--- config.mk ---
export PLATFORM = sky130hd
export DESIGN_NAME = krt_cell
export DESIGN_NICKNAME = d
export VERILOG_FILES = /design/src/hdl/krt_pkg.sv /design/src/hdl/krt_cell.sv
export SDC_FILE = /design/constraint.sdc
export NUM_CORES = 1
export LEC_CHECK = 0
export BUFFER_PORTS_ARGS = -buffer_cell sky130_fd_sc_hd__buf_2
export CORE_AREA = 10 10 121 123
export CTS_CLUSTER_SIZE = 30
export DETAILED_ROUTE_END_ITERATION = 8
export DIE_AREA = 0 0 131 133
export PLACE_DENSITY = 0.81
export SLEW_MARGIN = 20
export SYNTH_ARGS = -nofsm -noshare
export SYNTH_HDL_FRONTEND = slang
export SYNTH_SLANG_ARGS = --single-unit
--- constraint.sdc ---
create_clock -name i_clk -period 11.8 [get_ports i_clk]
set_input_delay 1.77 -clock i_clk [delete_from_list [all_inputs] [get_ports i_clk]]
set_output_delay 1.77 -clock i_clk [all_outputs]
set_load 0.02 [all_outputs]
--- src/hdl/krt_pkg.sv ---
`timescale 1ns / 1ps
// ----------------------------------------------------------------------------
// krt_pkg: shared types and codes for the keyed record table
// Action and status codes, the record layout and the cell control bundle.
// ----------------------------------------------------------------------------
package krt_pkg;

    localparam int KEY_W   = 32;
    localparam int PRICE_W = 32;
    localparam int QTY_W   = 32;
    localparam int ACT_W   = 2;
    localparam int STAT_W  = 2;
    localparam int CNTF_W  = 8;

    // action codes
    localparam logic [ACT_W-1:0] ACT_ADD    = 2'd0;
    localparam logic [ACT_W-1:0] ACT_LOOKUP = 2'd1;
    localparam logic [ACT_W-1:0] ACT_UPDATE = 2'd2;
    localparam logic [ACT_W-1:0] ACT_REMOVE = 2'd3;

    // status codes
    localparam logic [STAT_W-1:0] ST_OK        = 2'd0;
    localparam logic [STAT_W-1:0] ST_FULL      = 2'd1;
    localparam logic [STAT_W-1:0] ST_NOT_FOUND = 2'd2;

    // one stored record
    typedef struct packed {
        logic        [KEY_W-1:0]   key;
        logic        [PRICE_W-1:0] price;
        logic signed [QTY_W-1:0]   qty;
    } t_entry;

    // control broadcast to every cell
    typedef struct packed {
        logic             capture;  // latch match flags against cap_key
        logic [KEY_W-1:0] cap_key;
        logic             apply;    // perform the held action
        logic [ACT_W-1:0] action;
        t_entry           rec;      // record carried by the held command
    } t_cell_ctl;

endpackage

--- src/hdl/krt_cell.sv ---
`timescale 1ns / 1ps
// ----------------------------------------------------------------------------
// krt_cell: one slot of the record table
// Holds a record and its match flag; passes the first-hit chain on and takes
// its upper neighbour's record when a removal closes the gap.
// ----------------------------------------------------------------------------
module krt_cell (
    input  logic              i_clk,
    input  krt_pkg::t_cell_ctl i_ctl,
    input  logic              i_occupied,  // slot lies below the entry count
    input  logic              i_is_tail,   // slot is the next free one
    input  logic              i_hit_in,    // a lower slot already matched
    input  krt_pkg::t_entry   i_nxt,       // record of the slot above
    output logic              o_hit_out,
    output logic              o_first,
    output krt_pkg::t_entry   o_entry
);
    import krt_pkg::*;

    t_entry r_entry;
    logic   r_match;

    // first-hit chain
    assign o_first   = r_match & ~i_hit_in;
    assign o_hit_out = r_match | i_hit_in;
    assign o_entry   = r_entry;

    // key compare, taken on the accepting beat
    always_ff @(posedge i_clk) begin
        if (i_ctl.capture) begin
            r_match <= i_occupied && (r_entry.key == i_ctl.cap_key);
        end
    end

    // record update
    always_ff @(posedge i_clk) begin
        if (i_ctl.apply) begin
            case (i_ctl.action)
                ACT_ADD: begin
                    if (i_is_tail) begin
                        r_entry <= i_ctl.rec;
                    end
                end
                ACT_UPDATE: begin
                    if (o_first) begin
                        r_entry.price <= i_ctl.rec.price;
                        r_entry.qty   <= i_ctl.rec.qty;
                    end
                end
                ACT_REMOVE: begin
                    // this slot and all above the hit move down by one
                    if (o_hit_out) begin
                        r_entry <= i_nxt;
                    end
                end
                default: begin
                end
            endcase
        end
    end

endmodule

==> results of run 1 <==
critical path, delay by kind of cell:
kind                   cells  cell delay [ps]
buffers and inverters      2              270
and+or+nand+nor            1              290
worst max-delay path by stage:
stage,start,end,slack [ps],depth (start not counted)
after floorplan,i_ctl[96],o_entry[0]$_DFFE_PP_,6090,7
after global placement,i_hit_in,o_hit_out,7710,3
after detailed placement,i_hit_in,o_hit_out,7710,3
after CTS,i_hit_in,o_hit_out,7710,3
after global routing,i_hit_in,o_hit_out,7690,3
final,i_hit_in,o_hit_out,7700,3
cell usage in the layout (no fill, tap or decap), types with 2 or more instances in the layout:
master	synthesis	routed
buf_2	7	329
edfxtp_1	97	97
mux2_2	93	93
xor2_1	31	31
clkbuf_16	0	9
nor4_1	7	7
inv_1	4	4
mux2_1	3	3
buf_4	0	3
nand3_1	2	2
ha_1	3	2
clkinv_2	0	2
through the flow:
| step | setup WS [ps] | utilization (%) | cells |
|---|---|---|---|
| finish | 7700 | 53.6 | 770 |
| CTS | 7710 | 53.6 | 770 |
| global placement | 7710 | 51.3 | 755 |
| detailed placement | 7710 | 51.3 | 755 |
| floorplan | 6090 | - | 262 |
| global route | 7690 | 53.6 | 770 |
final cells by class:
| type | instances | area, um^2 |
|---|---|---|
| Fill cell | 1019 | 5730 |
| Sequential cell | 97 | 2910 |
| Timing Repair Buffer | 332 | 1670 |
| Multi-Input combinational cell | 150 | 1530 |
| Clock buffer | 9 | 225 |
| Tap cell | 172 | 215 |
| Clock inverter | 6 | 60.1 |
| Inverter | 4 | 15.0 |
power by group through the flow:
stage | Clock, W | Sequential (W) | Combinational [W]
final | 0.000284 | 0.000413 | 0.000139
after global placement | 0 | 0.000420 | 0.000137
after global routing | 0.000307 | 0.000415 | 0.000152
after floorplan | 0 | 0.000444 | 0.0000500
after detailed placement | 0 | 0.000421 | 0.000141
after CTS | 0.000294 | 0.000414 | 0.000142
synth_stat cells:
library cell | count | area, um^2
buf_6 | 4 | 45.0
mux2_2 | 93 | 1050
nand4_1 | 1 | 6.26
o221ai_1 | 1 | 8.76
nor3_2 | 1 | 10.0
nor2b_1 | 1 | 6.26
edfxtp_1 | 97 | 2910
nor3_1 | 1 | 5.00
xnor2_1 | 1 | 8.76
nor2_1 | 3 | 11.3
buf_2 | 7 | 35.0
ha_1 | 3 | 37.5
mux2_1 | 3 | 33.8
xor2_1 | 31 | 272
nand3_1 | 2 | 10.0
or2_2 | 1 | 6.26
nor4_1 | 7 | 43.8
a21oi_1 | 1 | 5.00
inv_1 | 4 | 15.0
sequential cells by signal, summed over array words and instances (netlist names):
signal,count
o_entry,96
r_match,1
kinds of logic after synthesis:
family | synth area share, %
simple gates | 2.19
xor+xnor | 6.20
flops | 64.5
buf+inv | 2.10
mux | 23.9
fa+ha+maj | 0.831
compound gates | 0.304
metal layers:
metal / track usage [%] / vias to the layer above / wire length [um]
li1: - / 1665 / -
met2: 29.7 / 220 / 7740
met4: 8.65 / 0 / 478
met5: 0 / - / 0
met3: 7.43 / 34 / 1810
met1: 15.4 / 1616 / 5020
==> impl_metrics.env, run 1 <==
export IMPL_combPwrFrac_pct=16.7
export IMPL_cts_buffers=9
export IMPL_worst_path_max_fanout=2
export IMPL_design_area_um2=6630
export IMPL_p_clk_share_pct=33.9
export IMPL_worst_slew_pin_slew_ps=830
export IMPL_worstReg2RegEnd="o_entry[63]$_DFFE_PP_"
export IMPL_ys_seq_area_share_pct=64.5
export IMPL_io_pins=330
export IMPL_dr_pass1_iters=4
export IMPL_synth_nets=497
export IMPL_viasPerCell=4.59
export IMPL_timing_final_crit_period_ps=4100
export IMPL_ys_warn_count=0
export IMPL_rsz0062_at_grt="false"
export IMPL_grt_first_pass_wirelength_um=22100
export IMPL_rows=41
export IMPL_synth_seq_cells=97
export IMPL_ir_worst_vdd_mv=0.0712
export IMPL_wl_um=15100
export IMPL_power_total_w=0.000836
export IMPL_slew_viol_final=0
export IMPL_critPathMaxStageDelay_ps=290
export IMPL_start_kind="primary input"
export IMPL_r2r_start="r_match$_DFFE_PP_"
export IMPL_synth_area_um2=4520
export IMPL_grt_pass1_vias=4135
export IMPL_end_kind="output pin"
export IMPL_clk_path_buf_depth=2
export IMPL_h_tree_depth=3
export IMPL_antenna_found_initial=0
export IMPL_internal_power_w=0.000636
export IMPL_start_util_pct=36.6
export IMPL_cts_root_buffer="clkbuf_16"
export IMPL_critical_path_slowest_cell="or2_2"
export IMPL_hold_ws_ps=739
export IMPL_gp_congestion=0.906
export IMPL_grt_overflow_total=0
export IMPL_status="complete, no violations"
export IMPL_tns_ps=0
export IMPL_fmax_mhz=244
export IMPL_die_w_um=131
export IMPL_vias=3535
export IMPL_total_leakage_power_nw=2.90
export IMPL_synth_cell_types=19
export IMPL_wire_per_inst_um=19.5
export IMPL_crit_type="primary input to output pin"
export IMPL_grt_max_degree=65
export IMPL_hold_depth=3
export IMPL_post_cts_buffers=0
export IMPL_ctsHoldBuffers=0
export IMPL_seqPwrFrac_pct=49.4
export IMPL_portBuffers=329
export IMPL_clkSinkCount=97
export IMPL_die_h_um=133
export IMPL_reg2regPathDepth=4
export IMPL_period_share_pct=34.7
export IMPL_hold_start="o_entry[77]$_DFFE_PP_"
export IMPL_sw_frac_of_total_pct=23.9
export IMPL_worstPathRequired_ps=10030
export IMPL_setup_viol=0
export IMPL_drt_initial_drc_count=136
export IMPL_clock_latency_ps=340
export IMPL_cap_violations=0
export IMPL_tritoncts="done"
export IMPL_grt_usage_pct=16.7
export IMPL_cp_cell_sequence="buf_2, or2_2, buf_2"
export IMPL_area_growth_pct=46.7
export IMPL_clkTransAtPathRegs_ps=70
export IMPL_syn_inst=262
export IMPL_dp_hpwl_um=12600
export IMPL_place_area_um2=6350
export IMPL_dieArea_um2=17400
export IMPL_floorplan_core_area_um2=12400
export IMPL_slew_headroom_pct=44.7
export IMPL_antenna_cells=0
export IMPL_drc=0
export IMPL_post_cts_resized=0
export IMPL_min_to="r_match$_DFFE_PP_"
export IMPL_hold_viol=0
export IMPL_hold_class="flop to flop"
export IMPL_antenna_left=0
export IMPL_nets=829
export IMPL_p_per_area_nw_per_um2=126
export IMPL_drive_above_1_share_pct=74.2
export IMPL_cp_common_cell="buf_2"
export IMPL_r2r_setup_slack_ps=9870
export IMPL_finClkSkew_ps=5.90
export IMPL_syn_area_per_cell_um2=17.2
export IMPL_crit_arrival_ps=2330
export IMPL_switching_power_w=0.000200
(Power assumes the default switching activity.)
==> inputs of run 2 (changes only) <==
Clock period 11.8 ns to 4.1 ns, I/O delays scaled along.
==> impl_metrics.env, run 2 (synthesis gave the netlist of run 1 again) <==
export IMPL_status="complete, no violations"
export IMPL_hold_ws_ps=490
export IMPL_die_w_um=131
export IMPL_drc=0
export IMPL_worstPathRequired_ps=4170
export IMPL_drt_initial_drc_count=83
export IMPL_p_per_area_nw_per_um2=372
export IMPL_dp_hpwl_um=12700
export IMPL_io_pins=330
export IMPL_drive_above_1_share_pct=74.3
export IMPL_period_share_pct=56.7
export IMPL_dr_pass1_iters=4
export IMPL_setup_viol=0
export IMPL_setup_ws_ps=1770
export IMPL_slew_viol_final=0
export IMPL_grt_first_pass_wirelength_um=21900
export IMPL_wl_um=15100
export IMPL_clkTransAtPathRegs_ps=60
export IMPL_antenna_left=0
export IMPL_area_growth_pct=47.4
export IMPL_rows=41
export IMPL_clkSinkCount=97
export IMPL_end_kind="flop"
export IMPL_nets=829
export IMPL_grt_pass1_vias=4191
export IMPL_fmax_mhz=430
export IMPL_die_h_um=133
export IMPL_ir_worst_vdd_mv=0.202
export IMPL_critical_path_slowest_cell="buf_4"
export IMPL_finClkSkew_ps=11.4
export IMPL_hold_start="i_ctl[131]"
export IMPL_post_cts_resized=0
export IMPL_r2r_start="r_match$_DFFE_PP_"
export IMPL_ctsHoldBuffers=0
export IMPL_cap_violations=0
export IMPL_cts_root_buffer="clkbuf_16"
export IMPL_total_leakage_power_nw=2.92
export IMPL_post_place_ws_ps=1420
export IMPL_slew_headroom_pct=44.4
export IMPL_crit_start="i_ctl[96]"
export IMPL_dieArea_um2=17400
export IMPL_wire_per_inst_um=19.6
export IMPL_tritoncts="done"
export IMPL_worst_path_max_fanout=54
export IMPL_start_kind="primary input"
export IMPL_post_cts_buffers=0
export IMPL_cts_buffers=9
export IMPL_cp_cell_sequence="buf_2, ha_4, buf_4, mux2_2"
export IMPL_rsz0062_at_grt="false"
export IMPL_portBuffers=329
export IMPL_clk_path_buf_depth=2
export IMPL_final_cell_mix="buf_2 (329), edfxtp_1 (97), mux2_2 (93)"
export IMPL_timing_final_crit_period_ps=2330
export IMPL_worst_slew_pin_slew_ps=833
export IMPL_grt_usage_pct=16.2
export IMPL_grt_max_degree=65
export IMPL_antenna_cells=0
export IMPL_crit_arrival_ps=2400
export IMPL_clock_latency_ps=330
export IMPL_antenna_found_initial=0
export IMPL_start_util_pct=36.6
export IMPL_vias=3568
export IMPL_gp_congestion=0.899
export IMPL_crit_type="primary input to flop"
export IMPL_hold_viol=0
export IMPL_viasPerCell=4.63
export IMPL_largest_register_ffs=96
export IMPL_critPathMaxStageDelay_ps=650
export IMPL_layout_cells_most_common="buf_2"
export IMPL_floorplan_core_area_um2=12400
export IMPL_tns_ps=0
export IMPL_h_tree_depth=3
export IMPL_grt_overflow_total=0
export IMPL_hold_class="primary input to flop"
[run 2: changes by cell type in the layout (fill, tap and decap cells not counted), sizes merged]
cell      previous run  this run
bufinv               1         2
clkinv               4         3
clkinvlp             1         0
inv                  4         6
[run 2: where the power goes]
part	internal, W	switching [W]	leakage [nW]
Sequential	0.00117	0.0000215	0.900
Clock	0.000535	0.000353	0.158
Combinational	0.000197	0.000205	1.86
Total	0.00190	0.000580	2.92
[run 2: through the flow]
step                power, W  util [%]  area, um^2  std cells
global route         0.00259      53.9        6660        771
finish               0.00248      53.9        6660        771
CTS                  0.00251      53.9        6660        771
global placement     0.00160      51.3        6350        755
detailed placement   0.00162      51.3        6350        755
floorplan            0.00142         -        4520        262
[run 2: worst max-delay path, delay by kind of cell]
kind	cells	cell delay, ps
buffers and inverters	2	780
adder cells (fa/ha/maj)	1	510
multiplexers	1	410
[run 2: worst paths after layout]
path	to	slack [ps]	cells after the start
max	o_entry[0]$_DFFE_PP_	1770	4
min	r_match$_DFFE_PP_	490	1
min reg2reg	r_match$_DFFE_PP_	750	3
max reg2reg	o_entry[34]$_DFFE_PP_	2210	4
[run 2: layout make-up]
| cell class | count | area (um^2) |
|---|---|---|
| Clock inverter | 7 | 91.3 |
| Sequential cell | 97 | 2910 |
| Clock buffer | 9 | 225 |
| Fill cell | 1038 | 5700 |
| Tap cell | 172 | 215 |
| Timing Repair Buffer | 332 | 1670 |
| Multi-Input combinational cell | 150 | 1530 |
| Inverter | 4 | 15.0 |
[run 2: layer usage]
metal | vias up | part of all wire [%] | track usage, %
met2 | 210 | 52 | 30.1
li1 | 1663 | - | -
met3 | 27 | 13 | 8.39
met4 | 0 | 2.4 | 5.56
met5 | - | 0 | 0
met1 | 1668 | 32 | 14.5
==> inputs of run 3 (changes only) <==
Settings changed: ABC_AREA from default to 1, CORE_AREA 10 10 121 123 to default, CORE_MARGIN from default to 10, CORE_UTILIZATION from default to 38, DIE_AREA 0 0 131 133 to default, PLACE_DENSITY 0.81 to 0.84.
Clock period 4.1 ns to 2 ns, I/O delays scaled along.
==> impl_metrics.env, run 3 <==
export IMPL_grt_pass1_vias=4323
export IMPL_period_share_pct=83.5
export IMPL_viasPerCell=4.51
export IMPL_grt_first_pass_wirelength_um=23800
export IMPL_dr_pass1_iters=4
export IMPL_antenna_left=0
export IMPL_syn_inst=358
export IMPL_status="complete, no violations"
export IMPL_synth_area_um2=4870
export IMPL_synth_cell_types=18
export IMPL_finClkSkew_ps=7.34
export IMPL_ys_warn_count=0
export IMPL_vias=3915
export IMPL_setup_viol=0
export IMPL_p_per_area_nw_per_um2=740
export IMPL_yosysMostFrequentCell="edfxtp_1"
export IMPL_reg2regPathDepth=5
export IMPL_dieArea_um2=17700
export IMPL_hold_viol=0
export IMPL_worst_path_max_fanout=40
export IMPL_async_flop_share_pct=0
export IMPL_timing_final_crit_period_ps=1670
export IMPL_floorplan_core_area_um2=12600
export IMPL_fmax_mhz=599
export IMPL_design_area_um2=7080
export IMPL_place_area_um2=6760
export IMPL_ys_flop_type="edfxtp_1"
export IMPL_slew_viol_final=0
export IMPL_antenna_found_initial=1
export IMPL_area_growth_pct=45.5
export IMPL_total_leakage_power_nw=3.35
export IMPL_die_w_um=133
export IMPL_largest_register_ffs=96
export IMPL_yosys_area_top_type="edfxtp_1"
export IMPL_post_cts_resized=0
export IMPL_yosys_top_cells_area="edfxtp_1 (60%), mux2_2 (15%), mux2_4 (9.3%)"
export IMPL_synth_edf_count=97
export IMPL_r2r_setup_slack_ps=330
export IMPL_worst_slew_pin_slew_ps=623
export IMPL_synth_seq_cells=97
export IMPL_drc=0
export IMPL_ctsHoldBuffers=0
export IMPL_h_tree_depth=3
export IMPL_r2r_start="r_match$_DFFE_PP_"
export IMPL_syn_area_per_cell_um2=13.6
export IMPL_netlist_area_leader_share_pct=59.8
export IMPL_cap_violations=0
export IMPL_final_cell_mix="buf_2 (329), edfxtp_1 (97), mux2_2 (66)"
export IMPL_dp_hpwl_um=13600
export IMPL_nets=926
export IMPL_clock_latency_ps=340
export IMPL_wire_per_inst_um=18.5
export IMPL_power_total_w=0.00524
export IMPL_clkTransAtPathRegs_ps=70
export IMPL_yosys_top_cells_count="edfxtp_1 (97), mux2_2 (66), nand2_1 (59), inv_1 (44), mux2_4 (30)"
export IMPL_hold_class="primary input to flop"
export IMPL_ys_seq_area_share_pct=59.8
export IMPL_grt_overflow_total=0
export IMPL_drt_initial_drc_count=117
export IMPL_use_met1_pct=16.1
export IMPL_rsz0062_at_grt="false"
export IMPL_grt_use_met3_pct=7.97
export IMPL_nFillCells=1053
export IMPL_gp_congestion=0.874
export IMPL_crit_type="flop to flop"
export IMPL_io_pins=330
export IMPL_start_kind="flop"
export IMPL_cts_root_buffer="clkbuf_16"
export IMPL_cts_buffers=9
export IMPL_grt_max_degree=97
export IMPL_crit_arrival_ps=1700
export IMPL_worstReg2RegEnd="o_entry[57]$_DFFE_PP_"
export IMPL_slew_headroom_pct=58.4
export IMPL_clk_path_buf_depth=2
export IMPL_drive_above_1_share_pct=64.5
export IMPL_busiest_layer="met2"
export IMPL_ir_worst_vdd_mv=0.547
export IMPL_clkSinkCount=97
export IMPL_portBuffers=329
export IMPL_start_util_pct=38.7
export IMPL_tritoncts="done"
export IMPL_grtUsageMet2_pct=32.3
export IMPL_layout_cells_most_common="buf_2"
export IMPL_wl_um=16000
export IMPL_synth_nets=593
export IMPL_cp_endpoint="o_entry[57]$_DFFE_PP_"
export IMPL_end_kind="flop"
export IMPL_crit_start="r_match$_DFFE_PP_"
export IMPL_die_h_um=133
export IMPL_post_cts_buffers=0
export IMPL_worstPathRequired_ps=2030
export IMPL_rows=41
export IMPL_grt_usage_pct=17.3
run 3: cells by family after synthesis:
group / share of synthesized area [%]
xor+xnor: 1.26
flops: 59.8
compound gates: 1.34
buf+inv: 5.17
mux: 24.5
simple gates: 7.09
fa+ha+maj: 0.771
run 3: metal layers:
metal	part of all wire [%]	wire [um]	vias to the layer above
li1	-	-	1913
met3	11	1780	23
met1	34	5470	1771
met2	53	8440	208
met5	0	0	-
met4	2.2	349	0
run 3: where the power goes:
group / leakage, nW / internal [W] / switching (W)
clock: 0.151 / 0.00110 / 0.000742
sequential: 0.904 / 0.00240 / 0.0000466
combinational: 2.30 / 0.000466 / 0.000481
total: 3.35 / 0.00397 / 0.00127
run 3: worst min-delay path by stage:
| stage | startpoint | to | cells after the start |
|---|---|---|---|
| global route | i_ctl[131] | r_match$_DFFE_PP_ | 1 |
| CTS | i_ctl[131] | r_match$_DFFE_PP_ | 1 |
| detailed placement | i_ctl[131] | r_match$_DFFE_PP_ | 1 |
| global placement | i_ctl[131] | r_match$_DFFE_PP_ | 1 |
| floorplan | i_ctl[131] | r_match$_DFFE_PP_ | 0 |
| finish | i_ctl[131] | r_match$_DFFE_PP_ | 1 |
run 3: worst max-delay path, cell delays in order, from the launching register on:
cell and delay (ps):
edfxtp_1 340, inv_1 80, nand3_2 80, o211ai_1 200, a211oi_4 380, buf_12 270
run 3: layout make-up:
| class | instances | area, um^2 | share of cell area (%) |
|---|---|---|---|
| sequential | 97 | 2910 | 41.1 |
| multi-input combinational | 206 | 1740 | 24.6 |
| timing repair buffer | 333 | 1730 | 24.4 |
| clock buffer | 10 | 229 | 3.23 |
| tap | 172 | 215 | 3.04 |
| inverter | 44 | 165 | 2.33 |
| clock inverter | 6 | 88.8 | 1.25 |
| antenna | 1 | 2.50 | 0.0353 |
run 3: metrics by stage:
step,cells,utilization [%],TNS [ps],setup WS [ps],hold WS (ps)
finish,869,56.3,0,329,162
global route,869,56.3,0,235,151
CTS,868,56.3,0,304,143
detailed placement,852,53.8,0,68.0,508
global placement,852,53.8,0,136,500
floorplan,358,-,-87950,-1030,412
